$ cat src/sv/fvcm_pkg.sv
package fvcm_pkg;

  localparam int CACHE_DEPTH = 32;
  localparam int FILL_W      = $clog2(CACHE_DEPTH + 1);
  localparam int CFG_W       = 6;
  localparam int VIDX_W      = 32;
  localparam int CNT_W       = 32;
  localparam int ATVR_W      = 18;
  localparam int FRAC_W      = 16;
  localparam int NUM_W       = CNT_W + 1 + FRAC_W + 1;
  localparam int DIV_STEPS   = ATVR_W;
  localparam int DIV_CNT_W   = $clog2(DIV_STEPS);

  localparam logic [CFG_W-1:0] CACHE_SIZE_RESET = CFG_W'(16);
  localparam logic [CNT_W-1:0] CNT_MAX          = '1;

  typedef enum logic [2:0] {
    ST_IDLE,
    ST_UPD,
    ST_DSTART,
    ST_DIV,
    ST_PUSH
  } state_t;

  // Per-cycle control broadcast to every cell of the cache chain.
  typedef struct packed {
    logic probe;
    logic shift;
  } cell_ctrl_t;

endpackage

$ cat src/sv/fifo_vertex_cache_miss_counter_core.sv
// FIFO vertex cache miss counter.
//
// Input channel (in_valid/in_ready) carries one vertex index and a last flag.
// Output channel (out_valid/out_ready) returns one result per index: the hit
// flag and the running miss count of the group, and on the last index of a
// group also the average transform to vertex ratio in unsigned Q2.16.
// The configuration channel (cfg_valid/cfg_ready) writes cache_size; it is
// always ready and should only be used while the block is idle.
//
// One index is processed at a time. The cache is a chain of compare cells,
// newest entry first; all cells compare in the accept cycle and the chain
// shifts by one on a miss unless cache_size is zero. A normal index passes
// through the states ST_UPD and ST_PUSH; the last index of a group also
// passes through ST_DSTART and ST_DIV for the bit-serial ratio divider.
// A new index is taken once the previous result sits in the output register,
// so the receiver may stall without losing anything; a stalled result holds
// its payload until the transfer completes.
// Reset empties the cache, clears both counters and sets cache_size to 16.
module fifo_vertex_cache_miss_counter_core
  import fvcm_pkg::*;
(
  input  logic              clk,
  input  logic              rst,
  input  logic              cfg_valid,
  output logic              cfg_ready,
  input  logic [CFG_W-1:0]  cfg_data,
  input  logic              in_valid,
  output logic              in_ready,
  input  logic [VIDX_W-1:0] vertex_index,
  input  logic              last_index,
  output logic              out_valid,
  input  logic              out_ready,
  output logic              hit,
  output logic [CNT_W-1:0]  miss_total,
  output logic [ATVR_W-1:0] atvr_q16,
  output logic              group_done
);

  state_t              state, state_next;
  logic [CFG_W-1:0]    cache_size;
  logic [FILL_W-1:0]   fill;
  logic [FILL_W-1:0]   size_eff;
  logic [CNT_W-1:0]    miss_counter;
  logic [CNT_W-1:0]    index_counter;
  logic [CNT_W-1:0]    idx_next;
  logic [CNT_W-1:0]    miss_next;
  logic [VIDX_W-1:0]   vidx_r;
  logic                last_r;
  logic                res_hit;
  logic [CNT_W-1:0]    res_miss;
  logic [CNT_W-1:0]    res_idx;
  logic                hit_any;
  logic                accept;
  logic                out_load;
  cell_ctrl_t          ctrl;
  logic [CACHE_DEPTH-1:0] match_vec;
  logic [CACHE_DEPTH-1:0] occupied;
  logic [VIDX_W-1:0]   entries [CACHE_DEPTH];
  logic                div_start;
  logic                div_done;
  logic [ATVR_W-1:0]   div_quot;
  logic [NUM_W-1:0]    div_num;

  assign cfg_ready = 1'b1;
  assign in_ready  = (state == ST_IDLE);
  assign accept    = in_valid && in_ready;
  assign hit_any   = |match_vec;
  assign out_load  = (state == ST_PUSH) && (!out_valid || out_ready);
  assign div_start = (state == ST_DSTART);

  always_comb begin
    if (int'(cache_size) > CACHE_DEPTH) begin
      size_eff = FILL_W'(CACHE_DEPTH);
    end else begin
      size_eff = FILL_W'(cache_size);
    end
  end

  assign idx_next  = (index_counter == CNT_MAX) ? index_counter
                                                : index_counter + CNT_W'(1);
  assign miss_next = (hit_any || miss_counter == CNT_MAX) ? miss_counter
                                                          : miss_counter + CNT_W'(1);

  assign ctrl.probe = accept;
  assign ctrl.shift = (state == ST_UPD) && !hit_any && (size_eff != '0);

  for (genvar i = 0; i < CACHE_DEPTH; i++) begin : g_cell
    assign occupied[i] = FILL_W'(i) < fill;
    if (i == 0) begin : g_head
      fvcm_cell u_cell (
        .clk         (clk),
        .ctrl        (ctrl),
        .occupied    (occupied[i]),
        .probe_index (vertex_index),
        .entry_in    (vidx_r),
        .entry       (entries[i]),
        .match       (match_vec[i])
      );
    end else begin : g_body
      fvcm_cell u_cell (
        .clk         (clk),
        .ctrl        (ctrl),
        .occupied    (occupied[i]),
        .probe_index (vertex_index),
        .entry_in    (entries[i-1]),
        .entry       (entries[i]),
        .match       (match_vec[i])
      );
    end
  end

  // Rounded ratio: ((indices + misses) << 16 + indices / 2) / indices.
  assign div_num = (NUM_W'({1'b0, res_idx} + {1'b0, res_miss}) << FRAC_W)
                 + NUM_W'(res_idx >> 1);

  fvcm_div u_div (
    .clk   (clk),
    .rst   (rst),
    .start (div_start),
    .num   (div_num),
    .den   (res_idx),
    .done  (div_done),
    .quot  (div_quot)
  );

  always_comb begin
    state_next = state;
    unique case (state)
      ST_IDLE:   if (accept) begin
                   state_next = ST_UPD;
                 end
      ST_UPD:    state_next = last_r ? ST_DSTART : ST_PUSH;
      ST_DSTART: state_next = ST_DIV;
      ST_DIV:    if (div_done) begin
                   state_next = ST_PUSH;
                 end
      ST_PUSH:   if (out_load) begin
                   state_next = ST_IDLE;
                 end
      default:   state_next = ST_IDLE;
    endcase
  end

  always_ff @(posedge clk) begin
    if (rst) begin
      state         <= ST_IDLE;
      cache_size    <= CACHE_SIZE_RESET;
      fill          <= '0;
      miss_counter  <= '0;
      index_counter <= '0;
      out_valid     <= 1'b0;
    end else begin
      state <= state_next;
      if (cfg_valid && cfg_ready) begin
        cache_size <= cfg_data;
      end
      if (state == ST_UPD) begin
        if (last_r) begin
          fill          <= '0;
          miss_counter  <= '0;
          index_counter <= '0;
        end else begin
          miss_counter  <= miss_next;
          index_counter <= idx_next;
          if (!hit_any) begin
            if (size_eff == '0) begin
              fill <= '0;
            end else if (fill >= size_eff) begin
              fill <= size_eff;
            end else begin
              fill <= fill + FILL_W'(1);
            end
          end
        end
      end
      if (out_load) begin
        out_valid <= 1'b1;
      end else if (out_ready) begin
        out_valid <= 1'b0;
      end
    end
  end

  always_ff @(posedge clk) begin
    if (accept) begin
      vidx_r <= vertex_index;
      last_r <= last_index;
    end
    if (state == ST_UPD) begin
      res_hit  <= hit_any;
      res_miss <= miss_next;
      res_idx  <= idx_next;
    end
    if (out_load) begin
      hit        <= res_hit;
      miss_total <= res_miss;
      atvr_q16   <= last_r ? div_quot : '0;
      group_done <= last_r;
    end
  end

endmodule

$ cat src/sv/fvcm_cell.sv
module fvcm_cell
  import fvcm_pkg::*;
(
  input  logic              clk,
  input  cell_ctrl_t        ctrl,
  input  logic              occupied,
  input  logic [VIDX_W-1:0] probe_index,
  input  logic [VIDX_W-1:0] entry_in,
  output logic [VIDX_W-1:0] entry,
  output logic              match
);

  always_ff @(posedge clk) begin
    if (ctrl.shift) begin
      entry <= entry_in;
    end
    if (ctrl.probe) begin
      match <= occupied && (entry == probe_index);
    end
  end

endmodule

$ cat src/sv/fvcm_div.sv
module fvcm_div
  import fvcm_pkg::*;
(
  input  logic              clk,
  input  logic              rst,
  input  logic              start,
  input  logic [NUM_W-1:0]  num,
  input  logic [CNT_W-1:0]  den,
  output logic              done,
  output logic [ATVR_W-1:0] quot
);

  logic                 busy;
  logic [DIV_CNT_W-1:0] cnt;
  logic [CNT_W-1:0]     rem;
  logic [ATVR_W-1:0]    low;
  logic [CNT_W-1:0]     den_r;
  logic [CNT_W:0]       rem_sh;
  logic [CNT_W:0]       rem_sub;
  logic                 ge;

  assign rem_sh  = {rem, low[ATVR_W-1]};
  assign ge      = rem_sh >= {1'b0, den_r};
  assign rem_sub = rem_sh - {1'b0, den_r};

  always_ff @(posedge clk) begin
    if (rst) begin
      busy <= 1'b0;
      done <= 1'b0;
    end else begin
      done <= 1'b0;
      if (start) begin
        busy <= 1'b1;
      end else if (busy && cnt == DIV_CNT_W'(DIV_STEPS - 1)) begin
        busy <= 1'b0;
        done <= 1'b1;
      end
    end
  end

  // The quotient is known to fit in ATVR_W bits, so the upper part of the
  // dividend is already smaller than the divisor and seeds the remainder.
  always_ff @(posedge clk) begin
    if (start) begin
      rem   <= num[NUM_W-1:ATVR_W];
      low   <= num[ATVR_W-1:0];
      den_r <= den;
      cnt   <= '0;
    end else if (busy) begin
      rem  <= ge ? rem_sub[CNT_W-1:0] : rem_sh[CNT_W-1:0];
      low  <= {low[ATVR_W-2:0], 1'b0};
      quot <= {quot[ATVR_W-2:0], ge};
      cnt  <= cnt + DIV_CNT_W'(1);
    end
  end

endmodule

$ cat config.mk
export PLATFORM = sky130hd
export DESIGN_NAME = fifo_vertex_cache_miss_counter_core
export DESIGN_NICKNAME = d
export VERILOG_FILES = /design/src/sv/fvcm_pkg.sv /design/src/sv/fifo_vertex_cache_miss_counter_core.sv /design/src/sv/fvcm_cell.sv /design/src/sv/fvcm_div.sv
export SDC_FILE = /design/constraint.sdc
export NUM_CORES = 2
export LEC_CHECK = 0
export ABC_AREA = 0
export BUFFER_PORTS_ARGS = -buffer_cell sky130_fd_sc_hd__buf_2
export CAP_MARGIN = 20
export CORE_MARGIN = 1
export CORE_UTILIZATION = 62
export CTS_CLUSTER_DIAMETER = 30
export DETAILED_ROUTE_END_ITERATION = 8
export PLACE_DENSITY = 0.79
export SLEW_MARGIN = 25
export SYNTH_ARGS = -nofsm -noshare
export SYNTH_HDL_FRONTEND = slang
export SYNTH_SLANG_ARGS = --single-unit
export TNS_END_PERCENT = 100
$ cat constraint.sdc
create_clock -name clk -period 24.2 [get_ports clk]
set_input_delay 0 -clock clk [delete_from_list [all_inputs] [get_ports clk]]
set_output_delay 0 -clock clk [all_outputs]
set_load 0.02 [all_outputs]
Word level (Yosys, flattened, before mapping):

Cells that the tools add are included.
Widths: inputs -> output; s select.

* order comparisons: 35
* equal/unequal tests: 43
* bitwise logic cells: 1
* add/sub/neg operators: 7
* multiplexer cells: 24
* reduce and logical (&&, ||, !) cells: 52

Operators by type and width (number)
* $eq 32x32->1: 32
* $mux 32: 7
* $lt 5x6->1 const A: 16
* $add 32x1->32 const B: 2
* $eq 32x32->1 const B: 2
* $add 49x31->50: 1
* $lt 4x6->1 const A: 8
* $logic_and 1x1->1: 37
* $mux 18: 2
* $add 32x32->33: 1
* $ge 33x32->1: 1
* $reduce_or 32->1: 1
* $sub 32x32->32: 1
* $mux 6: 5
* $lt 3x6->1 const A: 4
* $pmux 3 s5: 1
* $lt 1x6->1 const A: 2
* $lt 2x6->1 const A: 2
* $mux 3: 4
* $add 6x1->6 const B: 1
* $eq 3x2->1 const B: 2
* $ge 6x6->1: 1
* $gt 6x6->1 const B: 1
* $logic_not 6->1: 1
* 16 further kinds: 27

* register bits after elaboration: 1393
* output and inout port bits: 55
* logic and storage cells: 248

Depth between registers and ports, before layout:

* depth in word-level cells: 7
* mapped depth: 19
* gate-level depth less buffers: 19

By module:

From an unflattened synthesis, not the netlist that was laid out.

* cells, all modules: 4294
* area, all modules: 61834.3 µm²

By module, submodules not included
* fvcm_cell: instances 32, cells each 77, area each 1346.3 µm²
* fifo_vertex_cache_miss_counter_core: instances 1, cells each 1269, area each 12613.3 µm²
* fvcm_div: instances 1, cells each 561, area each 6139.6 µm²

Worst setup path after synthesis:

Ideal clock, no wire load.

* kind: register to register
* start point: register state[0]
* end point: register g_cell[0].g_head.u_cell.entry[0], enable pin
* required time: 22.840 ns
* period minus slack after synthesis: 22.285 ns
* stages on the path, launching flop included: 6
* slack: 1.915 ns
* arrival: 20.926 ns
* cell sequence: dfxtp_1 > clkbuf_1 > or3b_2 > a21oi_1 > nand2_1 > inv_1

RTL lines
* start: declaration: RTL line fifo_vertex_cache_miss_counter_core.sv:39 `state_t state, state_next;`
* start signal: assignment: RTL line fifo_vertex_cache_miss_counter_core.sv:153 `state <= state_next;`
* end signal: assignment: RTL line fvcm_cell.sv:15 `entry <= entry_in;`
* end: declaration: RTL line fvcm_cell.sv:9 `output logic [VIDX_W-1:0] entry,`

==> summary.txt <==
Status - finished clean
Critical Path End - g_cell[15].g_body.u_cell.entry[29]
CTS Hold Bufs - 51
First drt pass iteration count - 6
Worst-case clock skew - 48.46 ps
CP cell instances - nor4_1 > nand4_1 > nor2_1 > nand2_1 > inv_8 > buf_12 > buf_16 > buf_6 > buf_4
Synth Area in Adders - 1.955%
Largest net degree at the start of global routing - 204
Area of the multi-input gates - 19840 µm²
CTS resizes - 0
Post-Synth XOR/XNOR Area - 16.39%
Routability congestion estimate - 0.9134
Top_reg_cell synth - edfxtp_1
Reg2Reg Setup Slack - 18260 ps
Setup TNS Final - 0 ps
Final worst path period share - 24.54%
Post-layout minimum cycle time - 5938 ps
CP required - 24630 ps
Worst Setup SP - g_cell[9].g_body.u_cell.match
Fill count - 5829
Max transition margin - 30.53%
YS warnings - 0
Die Y-Extent - 318.1 µm
TritonCTS Buffers - 233
CTS H-Tree Depth - 4
CTS tree - yes
Skew-Pair Late Insertion Delay - 820 ps
RSZ-0062 raised after global routing - no
Pins Over Slew Limit - 0
Die width - 318.1 µm
Post-synth EDFFs - 1306
Effective utilization at floorplan - 62.75%
CTS root buf - clkbuf_16
Residual DRC count - 0
Final setup violation count - 0
Drt wl/cell - 26.85 µm
Max_cap viols - 0
Initial DRC count - 4718
Crit path buf inv count - 5
Antenna violations before repair - 3
RR Endpoint - g_cell[15].g_body.u_cell.entry[29]
Critical Path Max Stage Delay - 790 ps
WP data arrival - 6360 ps
Final nets - 4787
Final hold vios - 0
Cell variety after synth - 83
Share of layout cells above drive strength 1 - 12.48%
CTS clk-pin slew, worst paths - 50 ps
Fmax - 168.4 MHz
Core Region - 98710 µm²
Vias in the first global route - 38532
CP Depth - 9
Worst Reg-to-Reg Cells - 9
Simple-gate share of the synthesized area - 8.553%
FF-to-FF Start - g_cell[9].g_body.u_cell.match
Mapped Nets - 4551
Flops & latches, synth - 1393
Post-route ant nets - 0
First-pass GRT wire length - 243.1 mm
# rows - 115
Placed inst area - 63670 µm²
PwrDens - 90.83 nW/µm²
Final core utilization - 73.49%
Post-route cell area - 72540 µm²
Complex-gate fraction of the synthesized area - 4.850%
Syn avg cell area - 14.04 µm²
LEAKAGE - 24.91 nW
Synth Cell Area - 61940 µm²
Sequential share of the synthesized area - 66.13%
# IOs - 99
Critical Path Fanout Max - 130
Delay-heaviest family, CP - buffers and inverters
Async SR Flop Fraction - 0%
Clk sinks - 1393
Routed vias/inst - 6.310
Hpwl dp - 103.5 mm
Mux cell area share after synthesis - 0.2626%
Setup crit start kind - flip-flop
DRT Wirelength - 165.0 mm
Post-CTS Setup Bufs - 0
CTS Buffer Depth - 3
IO Port Bufs - 97
Critical path's slowest cell - buf_4
GRT Overall Usage - 32.52%
Worst slew pin tran - 1042 ps
Setup CP Type - reg2reg
Combinational family with the most area after synthesis - XOR/XNOR gates
Die ar. - 101200 µm²
CP endpoint kind - flip-flop
FF+latch area - 40960 µm²
Area grow syn2layout - 17.11%
Cell count after synthesis - 4412
Hold WC Path Type - in2reg
Remaining global-route overflow - 0
DR vias - 38768
Max VDD drop - 82.02 µV
==> report_power, final <==
| part | switching, mW | leakage [nW] | internal (mW) |
|---|---|---|---|
| combinational | 0.309 | 8.42 | 0.176 |
| clock | 1.24 | 3.95 | 2.18 |
| sequential | 0.0271 | 12.5 | 2.66 |
| total | 1.57 | 24.9 | 5.02 |
==> worst reg2reg max path: stages (launching register included) <==
cell      delay, ps
edfxtp_1        380
nor4_1          510
nand4_1         320
nor2_1          640
nand2_1         350
inv_8           660
buf_12          450
buf_16          530
buf_6           860
buf_4           810
==> per-layer routing <==
metal | global-route usage [%] | routed length (µm)
met4 | 13.95 | 7194
met3 | 6.436 | 16730
met5 | 0 | 0
met1 | 43.00 | 62570
met2 | 52.77 | 78510
==> layout by cell type (no fill, tap or decap), types with 17 or more instances in the layout <==
cell and n:
buf_4 60, clkinv_2 26, xnor2_1 460, a21o_1 27, a211oi_1 17, and3_1 25, clkinv_4 28, a22oi_1 46
edfxtp_1 1306, buf_2 97, ha_1 92, a31oi_1 37, clkbuf_1 18, nor2_1 163, dfxtp_1 87, nor2b_1 18
nor3_1 53, and2_1 27, nand2_1 188, inv_6 36, clkinv_1 19, nand3_1 83, dlygate4sd3_1 52, clkinvlp_4 30
xor2_1 699, o21ai_0 101, or3_1 29, bufinv_16 34, clkbuf_16 237, nand4_1 143, inv_1 70, nor4_1 203
a21oi_1 120
==> layout make-up <==
cell class | count | share of cell area [%]
flip-flops and latches | 1393 | 56.46
multi-input cells | 2731 | 27.35
clock buffers | 257 | 8.307
clock inverters | 186 | 3.063
well taps | 1287 | 2.220
repair buffers | 216 | 2.197
inverters | 73 | 0.3898
diodes | 1 | 0.003450
==> registers in the layout, indices dropped and copies added (netlist names), 3 cells and up <==
| name | flops |
|---|---|
| atvr_q16 | 18 |
| cache_size | 6 |
| fill | 6 |
| g_cell.g_body.u_cell.entry | 992 |
| g_cell.g_body.u_cell.match | 31 |
| g_cell.g_head.u_cell.entry | 32 |
| index_counter | 32 |
| miss_counter | 32 |
| miss_total | 32 |
| res_idx | 32 |
| res_miss | 32 |
| state | 3 |
| u_div.cnt | 5 |
| u_div.den_r | 32 |
| u_div.low | 18 |
| u_div.quot | 18 |
| u_div.rem | 32 |
| vidx_r | 32 |
==> kinds of logic (layout without fill, tap and decap cells) <==
| kind of cell | count (synthesis) | count (layout) |
|---|---|---|
| DFF | 1393 | 1393 |
| xor gates and xnor gates | 1159 | 1159 |
| and+or+nand+nor | 998 | 998 |
| AOI/OAI and AO/OA | 462 | 462 |
| buffers and inverters | 288 | 732 |
| adders and majority gates | 95 | 95 |
| muxes | 16 | 16 |
| other | 1 | 2 |
==> metrics by stage <==
stage | setup slack [ps] | hold WS, ps | cells | power [mW]
finish | 18260 | 56.59 | 6144 | 6.589
global route | 18070 | 5.530 | 6143 | 6.760
CTS | 17950 | 0.2164 | 6138 | 6.594
detailed placement | 18040 | 181.9 | 5644 | 3.193
global placement | 18210 | 187.1 | 5644 | 3.182
floorplan | 1915 | 98.87 | 4412 | 3.065
==> worst min-delay path by stage <==
| stage | start | end | cells past startpoint |
|---|---|---|---|
| floorplan | last_index | last_r | 0 |
| global placement | last_index | last_r | 1 |
| detailed placement | last_index | last_r | 1 |
| CTS | vertex_index[16] | vidx_r[16] | 2 |
| global route | vertex_index[16] | vidx_r[16] | 2 |
| finish | vertex_index[16] | vidx_r[16] | 2 |
==> synthesized netlist by cell type (68+ instances only) <==
cell type	number	area (µm²)
nand2_1	188	705.7
xor2_1	699	6122
ha_1	92	1151
edfxtp_1	1306	39220
clkbuf_1	133	499.2
a21oi_1	120	600.6
nand3_1	83	415.4
dfxtp_1	87	1742
nand4_1	143	894.6
nor2_1	164	615.6
buf_1	68	255.2
nor4_1	203	1270
o21ai_0	101	505.5
xnor2_1	460	4029
inv_1	73	274.0
Note: power is estimated with default switching activity, not from simulation.
